`config.mk`:
```
export PLATFORM = sky130hd
export DESIGN_NAME = awmt_div
export DESIGN_NICKNAME = d
export VERILOG_FILES = /design/src/assert_macros.svh /design/src/awmt_div.sv
export SDC_FILE = /design/constraint.sdc
export NUM_CORES = 1
export LEC_CHECK = 0
export ABC_AREA = 1
export BUFFER_PORTS_ARGS = -buffer_cell sky130_fd_sc_hd__clkbuf_2
export CAP_MARGIN = 40
export CORE_AREA = 2 2 105 107
export DETAILED_ROUTE_END_ITERATION = 8
export DIE_AREA = 0 0 107 109
export SYNTH_ARGS = -nofsm -noshare
export SYNTH_HDL_FRONTEND = slang
export SYNTH_SLANG_ARGS = --single-unit
```
`constraint.sdc`:
```
create_clock -name i_clk -period 2.44 [get_ports i_clk]
set_input_delay 0.122 -clock i_clk [delete_from_list [all_inputs] [get_ports i_clk]]
set_output_delay 0.122 -clock i_clk [all_outputs]
set_load 0.005 [all_outputs]
```
`src/assert_macros.svh`:
```
// Assertion helpers for the RTL; the core file is the one that includes them.
`ifndef ASSERT_MACROS_SVH
`define ASSERT_MACROS_SVH

// The expression must hold at every clock edge out of reset.
`define ASSERT_ALWAYS(lbl, expr, msg) \
    lbl: assert property (@(posedge i_clk) disable iff (!i_rst_n) (expr)) else $error(msg);

// The consequent must hold in the same cycle as the antecedent.
`define ASSERT_IMPLIES(lbl, ante, cons, msg) \
    lbl: assert property (@(posedge i_clk) disable iff (!i_rst_n) (ante) |-> (cons)) \
        else $error(msg);

`endif

```
`src/awmt_div.sv`:
```
module awmt_div #(
    parameter int W = 18
) (
    input  logic         i_clk,
    input  logic         i_rst_n,
    input  logic         i_start,
    input  logic [W-1:0] i_dvd,
    input  logic [W-1:0] i_dvs,
    output logic         o_busy,
    output logic [W-1:0] o_quo
);

    localparam int CNT_W = $clog2(W + 1);

    logic [W-1:0]     r_dvd, r_dvs, r_quo;
    logic [W:0]       r_rem;
    logic [CNT_W-1:0] r_cnt;
    logic             r_busy;
    logic [W:0]       n_rem;
    logic [W:0]       n_diff;

    // One quotient bit per cycle: shift in the next dividend bit and try a subtract.
    always_comb begin
        n_rem  = {r_rem[W-1:0], r_dvd[W-1]};
        n_diff = n_rem - {1'b0, r_dvs};
    end

    always_ff @(posedge i_clk) begin
        if (!i_rst_n) begin
            r_busy <= 1'b0;
            r_cnt  <= '0;
        end else if (i_start) begin
            r_busy <= 1'b1;
            r_cnt  <= '0;
        end else if (r_busy) begin
            r_cnt <= r_cnt + 1'b1;
            if (r_cnt == CNT_W'(W - 1)) begin
                r_busy <= 1'b0;
            end
        end
    end

    always_ff @(posedge i_clk) begin
        if (i_start) begin
            r_dvd <= i_dvd;
            r_dvs <= i_dvs;
            r_rem <= '0;
            r_quo <= '0;
        end else if (r_busy) begin
            r_dvd <= {r_dvd[W-2:0], 1'b0};
            if (!n_diff[W]) begin
                r_rem <= n_diff;
                r_quo <= {r_quo[W-2:0], 1'b1};
            end else begin
                r_rem <= n_rem;
                r_quo <= {r_quo[W-2:0], 1'b0};
            end
        end
    end

    assign o_busy = r_busy;
    assign o_quo  = r_quo;

endmodule

```
# Word-level counts from Yosys, hierarchy flattened
# Index checks and enable logic that the tools add are counted.
# op_classes
n_mux,7
eq_ne,1
n_bitwise,1
n_addsub,2
reduce_logical,2
# op_table
operator,count
$mux W18,3
$sub A19 B18 Y19,1
$add A5 B1 Y5 const B,1
$eq A5 B5 Y1 const B,1
$mux W1,4
$reduce_bool A2 Y1,1
$reduce_or A2 Y1,1
$not A1 Y1,1
# totals
wordCells,19
output_inout_bits,19
reg_bits,78

# Depth between registers and ports, before layout
# depth
ltp_word,4
mapped_depth,17
depth_no_buf,16

# Least setup slack after synthesis
# OpenSTA, ideal clock, no wires.
# synth_path
path_type,register to register
start,register r_dvd[17]
end,register r_rem[10]
arrival_ns,1.821
path_buffers,1
synth_period_minus_slack_ns,1.933
setup_slack_ns,0.507
path_stages_with_launch,15
path_cell_list,edfxtp_1 inv_1 ha_1 fa_1 inv_1 nand3_2 nand3_2 nand2_2 nand3_1 nand2_4 buf_8 nand2_1 nand2_1 nand2_1 nand2_1
# synth_between
elab_chain_len,2
# synth_rtl
item,line_no,source
from (decl),awmt_div.sv:15,"logic [W-1:0] r_dvd, r_dvs, r_quo;"
from (signal assigned),awmt_div.sv:45,r_dvd <= i_dvd;
from (signal assigned),awmt_div.sv:50,"r_dvd <= {r_dvd[W-2:0], 1'b0};"
$sub A19 B18 Y19,awmt_div.sv:25,"n_diff = n_rem - {1'b0, r_dvs};"
$mux W18,awmt_div.sv:51,if (!n_diff[W]) begin
to (signal assigned),awmt_div.sv:52,r_rem <= n_diff;
to (signal assigned),awmt_div.sv:55,r_rem <= n_rem;
to (decl),awmt_div.sv:16,logic [W:0] r_rem;
# Every way passes these cells.
# A chain may end at the register's enable or synchronous reset.

# Worst setup path in the final report
# layout_path
start,register r_dvd[17]
end,register r_rem[16]
# The elaborated chain is that of the path after synthesis.

==> run_results.csv <==
group,metric,value,unit
die,std_cell_rows,38,
min_path,hold-path-endpoint,"r_dvd[0]$_SDFFCE_PN0P_",
die,core_area,0.0106,mm2
finish,layout.cells.non_filler,763,
clock_network,cts_tree,"yes",
power,clkPwrFrac,0.358,
timing,finalCritPeriodShare,0.874,
power,vdd_ir_drop_max,0.000477,V
finish,final_common_cell,"nand2_1",
route,wl_per_cell,11.8,um
worst_setup_path,arrival,2370,ps
timing,min_period,2130,ps
logic_synthesis,ys_warn_count,0,
finish,areaGrowthSynthToFinish,19.7,%
job,cap_violations,0,
min_path,whs_path_depth,3,
power,power,2.75,mW
logic_synthesis,syn_area_per_cell,7.73,um2
timing,tns,0,ps
route,drc,0,
timing,max_freq,469,MHz
global_route,antenna_found_initial,0,
route,ant_nets,0,
die,initial_utilization,0.392,
clock_network,clk_pin_slew,80,ps
power,p_leak,2.47,nW
timing,relSlewSlack,0.664,
finish,final_util,0.469,
route,num_vias,3561,
worst_setup_path,crit_family,"simple AND/OR/NAND/NOR gates",
logic_synthesis,ys_types,37,
clock_network,insertion_delay,350,ps
timing,worstMarginPinSlew,500,ps
worst_setup_path,critical_path.endpoint_type,"flop",
finish,final_nets,678,
worst_setup_path,critical_path_buf_inv_count,3,
placement,gp_congestion,0.895,
placement,place_hpwl,6730,um
die,die_x,107,um
global_route,grt_pass1_vias,3496,
worst_setup_path,reg2reg_slack,310,ps
clock_network,cts-root-buf,"clkbuf_8",
die,ios,58,
worst_setup_path,rr_worst_depth,15,
global_route,grt_overflow,0,
timing,rsz0062_at_grt,"no",
logic_synthesis,synth-seq-cells,78,
run_status,status,"finished, final reports clean",
power,power_frac_seq,0.529,
logic_synthesis,syn_inst,538,
finish,layout_common_cells,"211 x nand2_1, 76 x inv_1, 57 x clkbuf_2",
finish,drive_gt1_frac,0.154,
power,swShare,0.258,
die,fp.dieArea,0.0117,mm2
power,power.switching,0.710,mW
clock_network,cts.repair.resized,0,
finish,antennaDiodeCount,0,
placement,io_buffer_count,57,
worst_setup_path,worstSetupPathType,"reg -> reg",
clock_network,cts_sinks,78,
route,drt_iter0_markers,84,
worst_setup_path,crit_top_cell,"nand2_1",
global_route,grt_pass1_wl,15500,um
route,vias_per_cell,4.67,
min_path,hp-class,"in -> reg",
logic_synthesis,synth-seq-area-share,0.462,
timing,clock_skew,9.95,ps
clock_network,htreeDepth,3,
worst_setup_path,r2r-start,"r_dvd[17]$_DFFE_PP_",
worst_setup_path,path_cells,"inv_1, ha_1, fa_1, inv_1, nand3_1, nand3_1, nand2_1, nand2_1, nand2_1, nand3_1, nand2_1, inv_1, nand2_1, nand3_1, nand2_1",
logic_synthesis,synth_nets,598,
worst_setup_path,worstSetupStartpointType,"flop",
clock_network,clock_path_buffers,2,
clock_network,cts_made_buffers,9,
logic_synthesis,synthesis.area,0.00416,mm2
route,routed_wl,9030,um
placement,dp_cells,728,
global_route,grt_max_degree,39,
min_path,hp-start,"i_dvd[0]",
worst_setup_path,r2r_end,"r_rem[16]$_SDFFE_PP0P_",
global_route,grt_usage,0.167,
timing,final-hold-violation-count,0,
power,powerDensity,553,mW/mm2
power,comb_power_share,0.112,
timing,drv_slew,0,
worst_setup_path,crit_slowest_cell,"fa_1",
worst_setup_path,crit_path_max_fanout,4,
route,first_pass_iters,4,
timing,setup_viol,0,
die,fp.dieH,109,um
power,internal_power,2.04,mW
timing,fin_hold_ws,25.5,ps
worst_setup_path,cp.depth,15,
worst_setup_path,required,2680,ps
worst_setup_path,critical-path-max-stage-delay,420,ps
metrics by stage:
step / setup slack, ps / area [um2]
floorplan: 507 / 4160
global placement: 381 / 4560
detailed placement: 314 / 4590
CTS: 303 / 4970
global route: 73.4 / 4970
finish: 309 / 4970
synth_stat cells:
master	number	share of area
a41oi_1	1	0.0021
dfxtp_1	42	0.20
clkbuf_4	1	0.0018
a21oi_2	3	0.0063
o21bai_1	1	0.0018
ha_1	20	0.060
xor2_1	6	0.013
clkbuf_1	5	0.0045
inv_1	76	0.069
o21a_1	1	0.0018
a211oi_1	1	0.0018
clkinv_1	3	0.0027
nand2_4	3	0.0081
o21ai_1	1	0.0012
nor2_2	2	0.0030
o21ai_0	9	0.011
buf_2	1	0.0012
xnor2_1	3	0.0063
a21oi_1	14	0.017
nand3_2	2	0.0048
nand4_1	1	0.0015
nor3_1	7	0.0084
a31oi_1	1	0.0015
nor3_2	1	0.0024
buf_8	1	0.0036
nand2_1	211	0.19
nor2_1	27	0.024
buf_6	1	0.0027
nor3b_1	1	0.0018
o22ai_1	16	0.024
fa_1	1	0.0048
nand3b_1	3	0.0054
nand2_2	8	0.012
nand3_1	25	0.030
edfxtp_1	36	0.26
clkbuf_8	2	0.0066
buf_1	1	0.00090
layout make-up:
cell class,instances,area [um2]
tap,140,175
sequential,78,1920
clock inverter,6,71.3
timing repair buffer,81,533
fill,1097,5630
inverter,79,297
multi-input combinational,369,1850
clock buffer,10,128
layer usage:
metal	wire, um	GRT usage	up-vias
met5	0	0	-
met4	117	0.0501	0
met2	4390	0.299	57
met1	4150	0.199	1628
li1	-	-	1864
met3	379	0.0418	12
cell families (layout without fill, tap and decap cells):
group | Yosys count | in the layout | synth area share
flops | 78 | 78 | 0.462
xor+xnor | 9 | 9 | 0.0190
buf+inv | 91 | 176 | 0.0927
compound gates | 48 | 48 | 0.0683
simple gates | 291 | 291 | 0.293
fa+ha+maj | 21 | 21 | 0.0650
sequential cells by signal (all words and copies together) (netlist names):
name	cells
o_quo	18
r_dvd	18
r_dvs	18
r_rem	18
r_cnt	5
o_busy	1
worst max path at each step:
stage | slack, ps | from | endpoint
3_5_place_dp | 310 | r_dvd[17]$_DFFE_PP_ | r_rem[15]$_SDFFE_PP0P_
2_1_floorplan | 510 | r_dvd[17]$_DFFE_PP_ | r_rem[10]$_SDFFE_PP0P_
5_1_grt | 70 | r_dvd[17]$_DFFE_PP_ | r_rem[12]$_SDFFE_PP0P_
3_3_place_gp | 380 | r_dvd[17]$_DFFE_PP_ | r_rem[12]$_SDFFE_PP0P_
6_report | 310 | r_dvd[17]$_DFFE_PP_ | r_rem[16]$_SDFFE_PP0P_
4_1_cts | 300 | r_dvd[17]$_DFFE_PP_ | r_rem[15]$_SDFFE_PP0P_
tightest hold or removal path: cells and delay by family:
kind / cells / cell delay (ps)
buf+inv: 2 / 110
simple gates: 1 / 40
what timing repair did:
item,CTS,global route
hold buffers,19,0
setup buffers,0,0
hold endpoints to repair,19,0
power groups by stage:
| stage | sequential (mW) | combinational, mW | clock, mW |
|---|---|---|---|
| 3_5_place_dp | 1.49 | 0.288 | 0 |
| 6_report | 1.46 | 0.308 | 0.986 |
| 3_3_place_gp | 1.49 | 0.276 | 0 |
| 4_1_cts | 1.46 | 0.312 | 1.02 |
| 5_1_grt | 1.46 | 0.352 | 1.06 |
| 2_1_floorplan | 1.48 | 0.195 | 0 |
(Power assumes the default switching activity.)
