`src/assert_macros.svh`:
```
// Assertion helpers for the RTL; the core file is the one that includes them.
`ifndef ASSERT_MACROS_SVH
`define ASSERT_MACROS_SVH

// The expression must hold at every clock edge out of reset.
`define ASSERT_ALWAYS(lbl, expr, msg) \
    lbl: assert property (@(posedge i_clk) disable iff (!i_rst_n) (expr)) else $error(msg);

// The consequent must hold in the same cycle as the antecedent.
`define ASSERT_IMPLIES(lbl, ante, cons, msg) \
    lbl: assert property (@(posedge i_clk) disable iff (!i_rst_n) (ante) |-> (cons)) \
        else $error(msg);

`endif

```
`src/awmt_pkg.sv`:
```
package awmt_pkg;

    localparam int IN_W         = 13;
    localparam int MEAN_W       = 15;
    localparam int ROLL_W       = 9;
    localparam int PITCH_W      = 8;
    localparam int CORDIC_W     = 28;
    localparam int ANG_W        = 20;
    localparam int CORDIC_STEPS = 16;
    localparam int STEP_W       = 4;
    localparam int OP_SHIFT     = 12;
    localparam int ROOT_W       = 25;
    localparam int RAD_W        = 2 * ROOT_W;
    localparam int SQ_W         = 26;

    localparam logic signed [ANG_W-1:0] ANG_HALF_PI      = 20'sd102944;
    localparam logic        [19:0]      DEG_PER_MRAD_Q24 = 20'd961264;

    localparam logic [1:0] UNIT_RAW     = 2'd0;
    localparam logic [1:0] UNIT_MILLI_G = 2'd1;
    localparam logic [1:0] UNIT_MPS2    = 2'd2;
    // The spare code gives raw counts like UNIT_RAW.
    localparam logic [1:0] UNIT_SPARE   = 2'd3;

    // Step angles atan(2^-i) in units of 2^-16 rad.
    function automatic logic [ANG_W-1:0] atan_step(input logic [STEP_W-1:0] idx);
        logic [ANG_W-1:0] v;
        unique case (idx)
            4'd0:    v = 20'd51472;
            4'd1:    v = 20'd30386;
            4'd2:    v = 20'd16055;
            4'd3:    v = 20'd8150;
            4'd4:    v = 20'd4091;
            4'd5:    v = 20'd2047;
            4'd6:    v = 20'd1024;
            4'd7:    v = 20'd512;
            4'd8:    v = 20'd256;
            4'd9:    v = 20'd128;
            4'd10:   v = 20'd64;
            4'd11:   v = 20'd32;
            4'd12:   v = 20'd16;
            4'd13:   v = 20'd8;
            4'd14:   v = 20'd4;
            default: v = 20'd2;
        endcase
        return v;
    endfunction

endpackage

```
`src/awmt_cordic.sv`:
```
module awmt_cordic (
    input  logic                                 i_clk,
    input  logic                                 i_rst_n,
    input  logic                                 i_start,
    input  logic signed [awmt_pkg::CORDIC_W-1:0] i_num,
    input  logic signed [awmt_pkg::CORDIC_W-1:0] i_den,
    output logic                                 o_busy,
    output logic signed [awmt_pkg::ANG_W-1:0]    o_ang
);

    localparam int CW = awmt_pkg::CORDIC_W;

    logic signed [CW-1:0]             r_x, r_y;
    logic signed [awmt_pkg::ANG_W-1:0] r_ang;
    logic [awmt_pkg::STEP_W-1:0]      r_i;
    logic                             r_busy, r_zero;
    logic signed [CW-1:0]             n_dx, n_dy;
    logic signed [awmt_pkg::ANG_W-1:0] n_step;

    always_comb begin
        n_dx   = r_y >>> r_i;
        n_dy   = r_x >>> r_i;
        n_step = $signed(awmt_pkg::atan_step(r_i));
    end

    always_ff @(posedge i_clk) begin
        if (!i_rst_n) begin
            r_busy <= 1'b0;
            r_i    <= '0;
        end else if (i_start) begin
            r_busy <= 1'b1;
            r_i    <= '0;
        end else if (r_busy) begin
            r_i <= r_i + 1'b1;
            if (r_i == awmt_pkg::STEP_W'(awmt_pkg::CORDIC_STEPS - 1)) begin
                r_busy <= 1'b0;
            end
        end
    end

    always_ff @(posedge i_clk) begin
        if (i_start) begin
            r_zero <= (i_num == '0) && (i_den == '0);
            // A vector in the left half plane is first turned by a quarter turn.
            if (i_den < 0) begin
                if (i_num >= 0) begin
                    r_x   <= i_num;
                    r_y   <= -i_den;
                    r_ang <= awmt_pkg::ANG_HALF_PI;
                end else begin
                    r_x   <= -i_num;
                    r_y   <= i_den;
                    r_ang <= -awmt_pkg::ANG_HALF_PI;
                end
            end else begin
                r_x   <= i_den;
                r_y   <= i_num;
                r_ang <= '0;
            end
        end else if (r_busy) begin
            if (r_y > 0) begin
                r_x   <= r_x + n_dx;
                r_y   <= r_y - n_dy;
                r_ang <= r_ang + n_step;
            end else begin
                r_x   <= r_x - n_dx;
                r_y   <= r_y + n_dy;
                r_ang <= r_ang - n_step;
            end
        end
    end

    assign o_busy = r_busy;
    assign o_ang  = r_zero ? '0 : r_ang;

endmodule

```
`config.mk`:
```
export PLATFORM = sky130hd
export DESIGN_NAME = awmt_cordic
export DESIGN_NICKNAME = d
export VERILOG_FILES = /design/src/assert_macros.svh /design/src/awmt_pkg.sv /design/src/awmt_cordic.sv
export SDC_FILE = /design/constraint.sdc
export NUM_CORES = 1
export LEC_CHECK = 0
export ABC_AREA = 1
export BUFFER_PORTS_ARGS = -buffer_cell sky130_fd_sc_hd__buf_2
export CAP_MARGIN = 20
export CORE_AREA = 2 2 227 229
export CTS_CLUSTER_SIZE = 40
export DETAILED_ROUTE_END_ITERATION = 7
export DIE_AREA = 0 0 229 231
export MAX_ROUTING_LAYER = met4
export PLACE_DENSITY = 0.44
export SYNTH_ARGS = -nofsm -noshare
export SYNTH_HDL_FRONTEND = slang
export SYNTH_SLANG_ARGS = --single-unit
export TNS_END_PERCENT = 20
```
`constraint.sdc`:
```
create_clock -name i_clk -period 4.6 [get_ports i_clk]
set_input_delay 0.46 -clock i_clk [delete_from_list [all_inputs] [get_ports i_clk]]
set_output_delay 0.46 -clock i_clk [all_outputs]
set_load 0.01 [all_outputs]
```
# After elaboration in Yosys (flattened, before gate mapping)
# Memory sizes are Yosys's and may differ from the RTL's. A register that Yosys moved wholly into a read port is not among the register bits.
# Index checks and enable logic that the tools add are counted.
# W data, S select, Z words.
# word_totals
ff_bits,82
mem_bits_ro,256
in_bits,59
output_inout_bits,21
elab_cells,49
mem_count,1
# op_classes
n_addsub,9
n_lt_le_gt_ge,3
n_eq_ne,1
shifts,2
n_mux,21
bitwise,1
n_reduce_logical,5
# memory_table
memory,depth,width,read_ports,rd_ports_with_merged_regs,write_ports,line_no,source
(name not given),16,16,1,1,0,awmt_pkg.sv:28,unique case (idx)
# op_table
operator,n
$mux W28,10
$mux W20,6
$add A28 B28 Y28,2
$logic_not A28 Y1,2
$neg A28 Y28,2
$sshr A28 B4 Y28,2
$sub A28 B28 Y28,2
$ge A28 B1 Y1 const B,1
$gt A28 B1 Y1 const B,1
$lt A28 B1 Y1 const B,1
$add A20 B20 Y20,1
$sub A20 B20 Y20,1
$mux W4,2
$add A4 B1 Y4 const B,1
$eq A4 B4 Y1 const B,1
$mux W1,3
$reduce_bool A2 Y1,1
$reduce_or A2 Y1,1
$logic_and A1 B1 Y1,1
$not A1 Y1,1

# Depth between registers and ports, before layout
# depth
word_depth,5
depth_mapped,34
depth_no_buf,32

# Worst setup path after synthesis
# OpenSTA, ideal clock, no wires.
# synth_path
path_kind,register to register
start,reg r_y[17]
end,reg r_y[16] (data pin)
setup_time_ns,0.258
arrival_ns,3.659
required_time_ns,4.342
path_slack_ns,0.682
path_stages_with_launch,24
n_path_buf,2
period_less_slack_ns,3.918
cell_sequence,edfxtp_1 > nor4_1 > nand2_1 > nor4_1 > nand3_1 > nand2_1 > clkinv_1 > clkbuf_1 > buf_2 > o21ai_0 > fa_1 > nand2_1 > nand2_1 > o21ai_0 > o21ai_0 > nand2_1 > nand2_1 > a21oi_1 > o21ai_0 > nand3_1 > nand2_1 > a21oi_1 > o21ai_0 > nand2_1
# synth_via
elab_chain_len,4
# synth_rtl
item,line_no,source
start: declaration,awmt_cordic.sv:13,"logic signed [CW-1:0] r_x, r_y;"
start signal: assignment,awmt_cordic.sv:48,r_y <= -i_den;
start signal: assignment,awmt_cordic.sv:52,r_y <= i_den;
start signal: assignment,awmt_cordic.sv:57,r_y <= i_num;
$gt A28 B1 Y1,awmt_cordic.sv:61,if (r_y > 0) begin
$mux W28,awmt_cordic.sv:61,
$mux W28,awmt_cordic.sv:60,end else if (r_busy) begin
$mux W28,awmt_cordic.sv:42,if (i_start) begin
# No other way between the ends. The select of a mux whose other input is x is not followed.
# A chain may end at the register's enable or synchronous reset.

# Worst setup path after layout
# layout_path
start,reg r_y[17]
end,reg r_ang[17] (netlist name) (data pin)
# layout_via
elab_chain_len,4
# layout_rtl
item,line_no,source
$gt A28 B1 Y1,awmt_cordic.sv:61,
$mux W20,awmt_cordic.sv:61,
$mux W20,awmt_cordic.sv:60,
$mux W20,awmt_cordic.sv:42,
end signal: assignment,awmt_cordic.sv:49,r_ang <= awmt_pkg::ANG_HALF_PI;
end signal: assignment,awmt_cordic.sv:64,r_ang <= r_ang + n_step;
end signal: assignment,awmt_cordic.sv:68,r_ang <= r_ang - n_step;
end: declaration,awmt_cordic.sv:14,logic signed [awmt_pkg::ANG_W-1:0] r_ang;
# No other way between the ends. The select of a mux whose other input is x is not followed.

==> flow_metrics.tcl <==
set metrics [dict create \
    viasPerCell 5.17 \
    pin_count 80 \
    crit_path_frequent_cell "nand2_1" \
    numCtsBuffers 9 \
    synth_area_sq_mm 0.0140 \
    synth_fp_nets 2430 \
    vias 15600 \
    drt_iter0_markers 1260 \
    rows 83 \
    r2r_end "r_ang[17]" \
    cp.required_ns 4.75 \
    ys_top_cells_by_area "edfxtp_1, nand2_1, nand3_1" \
    leakage_uw 0.00728 \
    htree_num_levels 3 \
    crit_path_max_fanout 53 \
    core_sq_mm 0.0507 \
    grt_remaining_overflow 0 \
    drt-wirelength-per-cell_um 18.6 \
    power_uw 13000 \
    first_global_vias 14700 \
    clock_latency_ns 0.41 \
    synth_seq_area_share_pct 19.6 \
    cts_tree "yes" \
    totalWireLength_um 56200 \
    drive_above_1_share_pct 10.9 \
    die_height_um 231 \
    max_freq_mhz 235 \
    diodes 0 \
    die_area_sq_mm 0.0529 \
    ys_seq_elements 98 \
    crit_family "simple AND/OR/NAND/NOR gates" \
    synth.avg_cell_area_sq_um 6.13 \
    start_kind "flip-flop" \
    max_stage_delay_ns 0.43 \
    chipWidth_um 229 \
    max_cap_viol_count 0 \
    endpoint "r_ang[17]" \
    cp_cell_sequence "nor4_2 > nand2_1 > nor4_1 > nand3_1 > nand2_1 > clkinv_1 > buf_12 > o21ai_0 > xor2_1 > ha_1 > a21oi_1 > o21ai_0 > a21oi_1 > inv_1 > nand2_1 > nand2_1 > a21oi_1 > o21ai_0 > or2_2 > nand3_1 > nand2_1" \
    setup_violations 0 \
    r2r_start "r_y[17]" \
    outcome "finished, final reports clean" \
    antenna_found_initial 0 \
    reg2reg_depth 21 \
    min_path_cells 3 \
    drtPass1Iterations 5 \
    dpl.hpwl_um 45000 \
    final_nets 2488 \
    cp_num_buf_inv 3 \
    p_per_area_mw_per_mm2 828 \
    synth.distinct_cells 57 \
    io_buffers 79 \
    synthDominantCellAreaShare_pct 16.6 \
    ff2ff_setup_slack_ns 0.35 \
    track_usage_pct 21.9 \
    drcViolationCount 0 \
    synthCells 2277 \
    critPathSlowestCell "edfxtp_1" \
    worstPathArrival_ns 4.40 \
    start_util_pct 27.5 \
    peakVddDrop_mv 0.450 \
    clockRootBuffer "clkbuf_16" \
    register_area_sq_mm 0.00274 \
    rsz0062_at_grt "no" \
    path_depth 21 \
    hp-class "in -> reg" \
    crit_type "reg -> reg" \
    fin_crit_ns 4.25 \
    synth-edff-count 77 \
    clockBufferDepth 2 \
    synthFlopType "edfxtp_1" \
    synth_most_common_cell "nand2_1" \
    ant_nets 0 \
    worst_setup_path_end_kind "flip-flop" \
    ys_top_cells_by_count "nand2_1, nand3_1, nor2_1, inv_1, o21ai_0" \
    cts.reportedPaths.clkPinSlew_ns 0.09 \
    ys_async_sr_fraction_pct 0 \
    worstMarginPinSlew_ns 1.00 \
    globalplace.congestion 0.907 \
    final_max_slew_viol_count 0 \
    yosys_warnings 0 \
    startpoint "r_y[17]" \
    final.setup_skew_ns 0.0195 \
    area_growth_pct 12.5 \
    nFillCells 5862 \
    period_share_pct 92.4 \
    grt_pass1_wl_um 86700 \
    yosys.area.top_type "edfxtp_1" \
    setup_tns_ns 0 \
    relSlewSlack_pct 32.4 \
    clock_sinks 98 \
    grt_start_max_net_pins 71 \
    multiInputGateArea_sq_mm 0.0100 \
    final-hold-violation-count 0 \
]
where the power goes:
part	total [uW]	switching (uW)	internal [uW]
clock network	859	425	434
registers	2060	534	1530
logic	10100	6450	3630
total	13000	7410	5590
placed cells by master, fill, tap and decap left out, drive strengths merged, types with 34 or more instances in the layout:
master    n
nand3   313
edfxtp   77
buf     139
nor3     38
nor2    229
xnor2    34
a21oi   146
o21ai   198
ha       91
xor2     59
nand2   627
inv     210
layout make-up:
cell class | count | area share, %
flip-flops and latches | 98 | 17.4
inverters | 210 | 5.04
multi-input cells | 1877 | 63.9
clock buffers | 10 | 1.59
repair buffers | 139 | 6.19
clock inverters | 6 | 0.375
well taps | 680 | 5.42
flip-flops by register name, indices dropped and copies added (netlist names):
register,cells
r_ang,20
o_busy,1
r_x,28
r_i,4
n_step,16
r_y,28
r_zero,1
worst reg2reg max path, stage by stage, from the launching register on:
cell and delay, ns:
edfxtp_1 0.43, nor4_2 0.31, nand2_1 0.13, nor4_1 0.18, nand3_1 0.14, nand2_1 0.15, clkinv_1 0.12, buf_12 0.21
o21ai_0 0.17, xor2_1 0.22, ha_1 0.31, a21oi_1 0.22, o21ai_0 0.14, a21oi_1 0.25, inv_1 0.09, nand2_1 0.07
nand2_1 0.10, a21oi_1 0.23, o21ai_0 0.12, or2_2 0.28, nand3_1 0.07, nand2_1 0.05
metal layers:
layer  part of all wire, %  vias up  track usage, %  wire [um]
met1                    50     7378            31.3      28300
met4                   2.0        0            5.50       1150
met2                    43      372            33.1      24400
met3                   4.2       51            1.79       2370
met5                     0        -               -          0
li1                      -     7823               -          -
how the worst min path moves through the flow:
stage	slack, ns	end	from
CTS	0.27	o_busy	i_rst_n
finish	0.30	o_busy	i_rst_n
detailed placement	0.60	r_i[0]	r_i[0]
global placement	0.60	r_i[0]	r_i[0]
floorplan	0.57	r_zero	i_start
global route	0.29	o_busy	i_rst_n
per-stage QoR:
step / std cells / hold WS, ns / setup WS, ns / cell area (sq um) / util, %
CTS: 3014 / 0.266 / 0.138 / 15600 / 30.7
global route: 3020 / 0.294 / 0.0143 / 15700 / 31.0
global placement: 2998 / 0.601 / 0.208 / 15200 / 30.1
detailed placement: 2998 / 0.598 / 0.184 / 15200 / 30.1
finish: 3020 / 0.295 / 0.351 / 15700 / 31.0
floorplan: 2277 / 0.572 / 0.682 / 14000 / -
logic make-up after synthesis:
group	Yosys count	share of synthesized area, %
AND/OR/NAND/NOR	1260	39.2
AO/OA/AOI/OAI	429	17.5
buffers and inverters	302	9.19
flip-flops	98	19.6
multiplexers	1	0.0807
adder cells (fa/ha/maj)	94	8.59
XOR/XNOR	93	5.84
repair_timing:
action,in CTS,in global routing
endpoints found under the setup margin,0,19
setup buffers,0,6
resized for setup,0,24
hold buffers,0,0
Power figures use the tool's default switching activity.
