==> src/assert_macros.svh <==
// Assertion helpers for the RTL; the core file is the one that includes them.
`ifndef ASSERT_MACROS_SVH
`define ASSERT_MACROS_SVH

// The expression must hold at every clock edge out of reset.
`define ASSERT_ALWAYS(lbl, expr, msg) \
    lbl: assert property (@(posedge i_clk) disable iff (!i_rst_n) (expr)) else $error(msg);

// The consequent must hold in the same cycle as the antecedent.
`define ASSERT_IMPLIES(lbl, ante, cons, msg) \
    lbl: assert property (@(posedge i_clk) disable iff (!i_rst_n) (ante) |-> (cons)) \
        else $error(msg);

`endif

==> src/awmt_pkg.sv <==
package awmt_pkg;

    localparam int IN_W         = 13;
    localparam int MEAN_W       = 15;
    localparam int ROLL_W       = 9;
    localparam int PITCH_W      = 8;
    localparam int CORDIC_W     = 28;
    localparam int ANG_W        = 20;
    localparam int CORDIC_STEPS = 16;
    localparam int STEP_W       = 4;
    localparam int OP_SHIFT     = 12;
    localparam int ROOT_W       = 25;
    localparam int RAD_W        = 2 * ROOT_W;
    localparam int SQ_W         = 26;

    localparam logic signed [ANG_W-1:0] ANG_HALF_PI      = 20'sd102944;
    localparam logic        [19:0]      DEG_PER_MRAD_Q24 = 20'd961264;

    localparam logic [1:0] UNIT_RAW     = 2'd0;
    localparam logic [1:0] UNIT_MILLI_G = 2'd1;
    localparam logic [1:0] UNIT_MPS2    = 2'd2;
    // The spare code gives raw counts like UNIT_RAW.
    localparam logic [1:0] UNIT_SPARE   = 2'd3;

    // Step angles atan(2^-i) in units of 2^-16 rad.
    function automatic logic [ANG_W-1:0] atan_step(input logic [STEP_W-1:0] idx);
        logic [ANG_W-1:0] v;
        unique case (idx)
            4'd0:    v = 20'd51472;
            4'd1:    v = 20'd30386;
            4'd2:    v = 20'd16055;
            4'd3:    v = 20'd8150;
            4'd4:    v = 20'd4091;
            4'd5:    v = 20'd2047;
            4'd6:    v = 20'd1024;
            4'd7:    v = 20'd512;
            4'd8:    v = 20'd256;
            4'd9:    v = 20'd128;
            4'd10:   v = 20'd64;
            4'd11:   v = 20'd32;
            4'd12:   v = 20'd16;
            4'd13:   v = 20'd8;
            4'd14:   v = 20'd4;
            default: v = 20'd2;
        endcase
        return v;
    endfunction

endpackage

==> src/awmt_sqrt.sv <==
module awmt_sqrt (
    input  logic                        i_clk,
    input  logic                        i_rst_n,
    input  logic                        i_start,
    input  logic [awmt_pkg::RAD_W-1:0]  i_rad,
    output logic                        o_busy,
    output logic [awmt_pkg::ROOT_W-1:0] o_root
);

    localparam int RW    = awmt_pkg::ROOT_W;
    localparam int REM_W = RW + 3;
    localparam int CNT_W = $clog2(RW + 1);

    logic [awmt_pkg::RAD_W-1:0] r_rad;
    logic [REM_W-1:0]           r_rem;
    logic [RW-1:0]              r_root;
    logic [CNT_W-1:0]           r_cnt;
    logic                       r_busy;
    logic [REM_W-1:0]           n_rem, n_trial;

    // Two radicand bits enter per cycle, one root bit leaves.
    always_comb begin
        n_rem   = {r_rem[REM_W-3:0], r_rad[awmt_pkg::RAD_W-1 -: 2]};
        n_trial = {1'b0, r_root, 2'b01};
    end

    always_ff @(posedge i_clk) begin
        if (!i_rst_n) begin
            r_busy <= 1'b0;
            r_cnt  <= '0;
        end else if (i_start) begin
            r_busy <= 1'b1;
            r_cnt  <= '0;
        end else if (r_busy) begin
            r_cnt <= r_cnt + 1'b1;
            if (r_cnt == CNT_W'(RW - 1)) begin
                r_busy <= 1'b0;
            end
        end
    end

    always_ff @(posedge i_clk) begin
        if (i_start) begin
            r_rad  <= i_rad;
            r_rem  <= '0;
            r_root <= '0;
        end else if (r_busy) begin
            r_rad <= {r_rad[awmt_pkg::RAD_W-3:0], 2'b00};
            if (n_rem >= n_trial) begin
                r_rem  <= n_rem - n_trial;
                r_root <= {r_root[RW-2:0], 1'b1};
            end else begin
                r_rem  <= n_rem;
                r_root <= {r_root[RW-2:0], 1'b0};
            end
        end
    end

    assign o_busy = r_busy;
    assign o_root = r_root;

endmodule

==> config.mk <==
export PLATFORM = sky130hd
export DESIGN_NAME = awmt_sqrt
export DESIGN_NICKNAME = d
export VERILOG_FILES = /design/src/assert_macros.svh /design/src/awmt_pkg.sv /design/src/awmt_sqrt.sv
export SDC_FILE = /design/constraint.sdc
export NUM_CORES = 1
export LEC_CHECK = 0
export BUFFER_PORTS_ARGS = -buffer_cell sky130_fd_sc_hd__buf_2
export CORE_MARGIN = 2
export CORE_UTILIZATION = 35
export DETAILED_ROUTE_END_ITERATION = 12
export MAX_ROUTING_LAYER = met4
export SLEW_MARGIN = 20
export SYNTH_ARGS = -nofsm -noshare
export SYNTH_HDL_FRONTEND = slang
export SYNTH_SLANG_ARGS = --single-unit
==> constraint.sdc <==
create_clock -name i_clk -period 2.6 [get_ports i_clk]
set_input_delay 0 -clock i_clk [delete_from_list [all_inputs] [get_ports i_clk]]
set_output_delay 0 -clock i_clk [all_outputs]
set_load 0.01 [all_outputs]
# == Word level (Yosys, flattened, before mapping) ==
# Index checks and enable logic that the tools add are counted.
# totals
output_inout_bits,26
register_bits,107
input_bits,53
# classes
n_eq_ne,1
n_addsub,2
n_mux,7
n_reduce_logical,2
n_lt_le_gt_ge,1
bitwise,1
# ops
operator,n
$mux W50,2
$ge A28 B27 Y1,1
$mux W26,1
$sub A26 B26 Y26,1
$add A5 B1 Y5 const B,1
$eq A5 B5 Y1 const B,1
$mux W1,4
$reduce_bool A2 Y1,1
$reduce_or A2 Y1,1
$not A1 Y1,1

# == Depth between registers and ports, before layout ==
# logic_depth
ltp_word,4
depth_mapped,12

# == Least setup slack after synthesis ==
# No wires, ideal clock.
# synth_timing
path_type,register -> register
from,reg r_root[17] (netlist: o_root[17])
to,reg r_rem[10]
arrival_time_ns,2.425
path_slack_ns,0.041
required_ns,2.466
stages_incl_launch_ff,12
setup_ns,0.134
path_buffers,2
path_cell_list,dfxtp_1 -> inv_1 -> ha_1 -> buf_6 -> a211oi_2 -> o2bb2ai_1 -> o31ai_1 -> a311o_1 -> o21a_2 -> buf_4 -> o41ai_1 -> a211oi_1
# synth_between
elab_chain_len,2
# synth_rtl
element,line,source
start: declaration,awmt_sqrt.sv:16,logic [RW-1:0] r_root;
start signal: assignment,awmt_sqrt.sv:51,"r_root <= {r_root[RW-2:0], 1'b1};"
start signal: assignment,awmt_sqrt.sv:54,"r_root <= {r_root[RW-2:0], 1'b0};"
$ge A28 B27 Y1,awmt_sqrt.sv:49,if (n_rem >= n_trial) begin
$mux W26,awmt_sqrt.sv:49,
end signal: assignment,awmt_sqrt.sv:50,r_rem <= n_rem - n_trial;
end signal: assignment,awmt_sqrt.sv:53,r_rem <= n_rem;
end: declaration,awmt_sqrt.sv:15,logic [REM_W-1:0] r_rem;
# No other way between the ends.
# A chain may end at the register's enable or synchronous reset.

# == Worst setup path after layout ==
# layout_timing
from,reg r_root[17] (netlist: o_root[17])
to,reg r_rem[17]
# The elaborated chain is that of the path after synthesis.

==> load_flow_metrics.sql <==
INSERT INTO impl_metrics (metric_group, metric, value, unit) VALUES
('sta', 'timing_worst_slew_pin_value', '684', 'ps'),
('power', 'power_leakage', '3.53', 'nW'),
('finish', 'drive_gt1_frac', '0.308', ''),
('logic_synthesis', 'postSynthCellCount', '631', ''),
('cts', 'clock_tree.root_cell', 'sky130_fd_sc_hd__clkbuf_16', ''),
('sta', 'postLayoutSetupSlackWorst', '102', 'ps'),
('finish', 'num-fill-cells', '1632', ''),
('cts', 'clock_tree.htree_level_count', '3', ''),
('sta', 'timing_hold_violations_final', '0', ''),
('logic_synthesis', 'synth-seq-area-share', '0.426', ''),
('worst_hold_path', 'hold_class', 'input pin to flop', ''),
('worst_setup_path', 'critPathKind', 'flop to flop', ''),
('power', 'powerDensity', '992', 'mW/mm²'),
('detailed_routing', 'drt_pass1_iterations', '5', ''),
('placement', 'dpl.hpwl', '11.8', 'mm'),
('logic_synthesis', 'synth_top_cells_by_area', 'sky130_fd_sc_hd__edfxtp_1, sky130_fd_sc_hd__dfxtp_1, sky130_fd_sc_hd__mux2_2', ''),
('floorplanning', 'die_height', '137', 'µm'),
('sta', 'timing.final.crit_share', '0.961', ''),
('floorplanning', 'core', '0.0173', 'mm²'),
('logic_synthesis', 'commonest_cells_post_synth', 'sky130_fd_sc_hd__nor2_1, sky130_fd_sc_hd__dfxtp_1, sky130_fd_sc_hd__edfxtp_1', ''),
('logic_synthesis', 'ys_warn_count', '0', ''),
('finish', 'syn2layout_area_growth', '35.5', '%'),
('global_routing', 'grt_antenna_before_repair', '0', ''),
('floorplanning', 'rows', '48', ''),
('worst_setup_path', 'worst-endpoint-arrival', '2760', 'ps'),
('cts', 'clock_sinks', '107', ''),
('run', 'drv.max_cap_violation_count', '0', ''),
('worst_setup_path', 'setup.worst_path.start_class', 'flop', ''),
('sta', 'final_period_minus_worst_setup_slack', '2500', 'ps'),
('sta', 'finalSetupTns', '0', 'ps'),
('worst_setup_path', 'timing.critical_path.to_type', 'flop', ''),
('cts', 'max_buffers_root_to_sink', '2', ''),
('logic_synthesis', 'syn_nets', '713', ''),
('placement', 'gp_congestion', '0.889', ''),
('cts', 'clkSlewWorstSetupHoldPaths', '80', 'ps'),
('sta', 'report.final.slew_viol_count', '0', ''),
('logic_synthesis', 'avg_synthesized_cell_area', '9.82', 'µm²'),
('logic_synthesis', 'synth_ff_type', 'sky130_fd_sc_hd__dfxtp_1', ''),
('floorplanning', 'design.die.area', '0.0188', 'mm²'),
('logic_synthesis', 'synth_seq_cells', '107', ''),
('detailed_routing', 'wirelength', '17.0', 'mm'),
('global_routing', 'grt_pass1_wl', '27.5', 'mm'),
('sta', 'setup_violations_final', '0', ''),
('floorplanning', 'initial_utilization', '0.358', ''),
('sta', 'fin_worst_skew', '15.0', 'ps'),
('global_routing', 'globalRouteTotalUtil', '0.191', ''),
('worst_setup_path', 'worstPathMaxFanout', '10', ''),
('placement', 'pre_cts_ws', '-85.7', 'ps'),
('finish', 'finalNetCount', '907', ''),
('cts', 'insertion_delay', '360', 'ps'),
('logic_synthesis', 'synthMostInstantiatedCell', 'sky130_fd_sc_hd__nor2_1', ''),
('cts', 'cts-buffers-inserted', '9', ''),
('floorplanning', 'io_pins', '79', ''),
('logic_synthesis', 'synth_area', '0.00620', 'mm²'),
('logic_synthesis', 'async_reset_ff_frac', '0', ''),
('run_status', 'outcome', 'finished clean', ''),
('floorplanning', 'die_width', '137', 'µm'),
('finish', 'area_occupied_by_registers', '0.00264', 'mm²'),
('detailed_routing', 'routedWlPerCell', '16.1', 'µm'),
('detailed_routing', 'antenna_violating_nets_post_route', '0', ''),
('detailed_routing', 'via_per_inst', '5.31', ''),
('placement', 'placement.io_buffers', '78', ''),
('logic_synthesis', 'netlist-cell-type-count', '61', ''),
('global_routing', 'first_global_vias', '5564', ''),
('cts', 'tritoncts', 'done', ''),
('global_routing', 'gr-total-overflow', '0', ''),
('logic_synthesis', 'synth-edff-count', '50', ''),
('finish', 'antenna_cells_inserted', '0', ''),
('worst_setup_path', 'required_time_reported_for_the_critical_path_endpoint', '2860', 'ps'),
('sta', 'fmax', '400', 'MHz'),
('finish', 'stdcell_count', '1055', ''),
('detailed_routing', 'dr.first_iter.drc_count', '371', ''),
('sta', 'rsz0062_at_grt', 'yes', ''),
('placement', 'placedCellCount', '987', ''),
('global_routing', 'maximum_number_of_pins_on_one_net_before_global_route_repair', '71', ''),
('sta', 'timing.max_slew.rel_slack', '0.542', ''),
('power', 'ir_worst_vdd', '609', 'µV'),
('logic_synthesis', 'post-synth-top-area-cell', 'sky130_fd_sc_hd__edfxtp_1', ''),
('logic_synthesis', 'yosys.area.top_type_share', '0.242', ''),
('finish', 'area_used_by_multi_input_combinational_logic', '0.00338', 'mm²'),
('detailed_routing', 'dr_total_vias', '5603', ''),
('detailed_routing', 'detail_route.drc_violations', '0', '');
## per-stage QoR
| step | hold slack [ps] | total power [mW] | utilization | area (µm²) |
|---|---|---|---|---|
| after floorplan | 128 | 4.85 | - | 6200 |
| after CTS | 450 | 8.10 | 0.479 | 8280 |
| after global placement | 255 | 6.52 | 0.430 | 7430 |
| final | 440 | 8.34 | 0.486 | 8400 |
| after detailed placement | 267 | 6.54 | 0.430 | 7430 |
| after global routing | 459 | 8.88 | 0.486 | 8400 |
## metal layers
layer / GRT usage / routed length [µm] / share of wire / vias to the layer above
met2: 0.324 / 8500 / 0.50 / 159
li1: - / - / - / 2731
met1: 0.233 / 7440 / 0.44 / 2692
met4: 0.0435 / 272 / 0.016 / 0
met5: - / 0 / 0 / -
met3: 0.0381 / 792 / 0.047 / 21
## cell families after synthesis
family,synth area share
compound gates,0.165
simple gates,0.142
mux,0.132
flops,0.426
fa+ha+maj,0.0585
xor+xnor,0.0268
buf+inv,0.0488
## cell usage in the layout, fill, tap and decap left out, types with 7 or more instances in the layout
cell	count
sky130_fd_sc_hd__buf_4	81
sky130_fd_sc_hd__buf_2	77
sky130_fd_sc_hd__nor2_1	66
sky130_fd_sc_hd__dfxtp_1	56
sky130_fd_sc_hd__dlygate4sd3_1	52
sky130_fd_sc_hd__edfxtp_1	50
sky130_fd_sc_hd__mux2_2	48
sky130_fd_sc_hd__inv_1	39
sky130_fd_sc_hd__o21ai_0	28
sky130_fd_sc_hd__mux2i_1	28
sky130_fd_sc_hd__nand2_1	27
sky130_fd_sc_hd__ha_1	23
sky130_fd_sc_hd__a21oi_1	22
sky130_fd_sc_hd__and3_1	17
sky130_fd_sc_hd__nand3_1	17
sky130_fd_sc_hd__xnor2_1	13
sky130_fd_sc_hd__a311oi_1	11
sky130_fd_sc_hd__clkbuf_16	10
sky130_fd_sc_hd__and2_1	9
sky130_fd_sc_hd__a21o_1	8
sky130_fd_sc_hd__nand4_1	8
sky130_fd_sc_hd__nor3_1	8
sky130_fd_sc_hd__o31ai_1	7
sky130_fd_sc_hd__or3_1	7
## path summary, 6_finish.rpt
path | startpoint | to | slack, ps | cells after the start
worst max-delay path | o_root[17] | r_rem[17] | 100 | 10
worst min-delay path | i_rst_n | o_busy | 440 | 3
worst max register to register | o_root[17] | r_rem[17] | 100 | 10
worst min register to register | r_rem[5] | r_rem[5] | 510 | 2
## flip-flops by register name, summed over array words and instances, names as in the netlist
signal,flops
o_root,25
r_rem,26
o_busy,1
r_rad,50
r_cnt,5
## where the power goes
group          switching (mW)  internal (mW)
Clock                   0.707          0.747
Sequential              0.128           1.98
Combinational            2.53           2.25
Total                    3.36           4.97
## critical path, stage by stage, from the launching register on
cell                        delay [ps]
sky130_fd_sc_hd__dfxtp_1           340
sky130_fd_sc_hd__inv_1              50
sky130_fd_sc_hd__ha_2              320
sky130_fd_sc_hd__a211oi_2          260
sky130_fd_sc_hd__o2bb2ai_1         160
sky130_fd_sc_hd__o31ai_2           120
sky130_fd_sc_hd__a311o_1           330
sky130_fd_sc_hd__o21ai_4           190
sky130_fd_sc_hd__buf_6             180
sky130_fd_sc_hd__nand3_1           100
sky130_fd_sc_hd__a311oi_2          330
## repair_timing
action | 4_1_cts | 5_1_grt
gates resized for setup | 3 | 27
hold buffers | 52 | 0
hold endpoints to repair | 70 | 0
buffers inserted | 0 | 0
pin swaps | 0 | 5
setup endpoints to repair | 8 | 27
## final cells by class
type / instances / share of cell area
Clock buffer: 11 / 0.0302
Multi-Input combinational cell: 451 / 0.403
Clock inverter: 5 / 0.00759
Tap cell: 225 / 0.0335
Inverter: 40 / 0.0179
Timing Repair Buffer: 216 / 0.193
Sequential cell: 107 / 0.315
(Power assumes the default switching activity.)
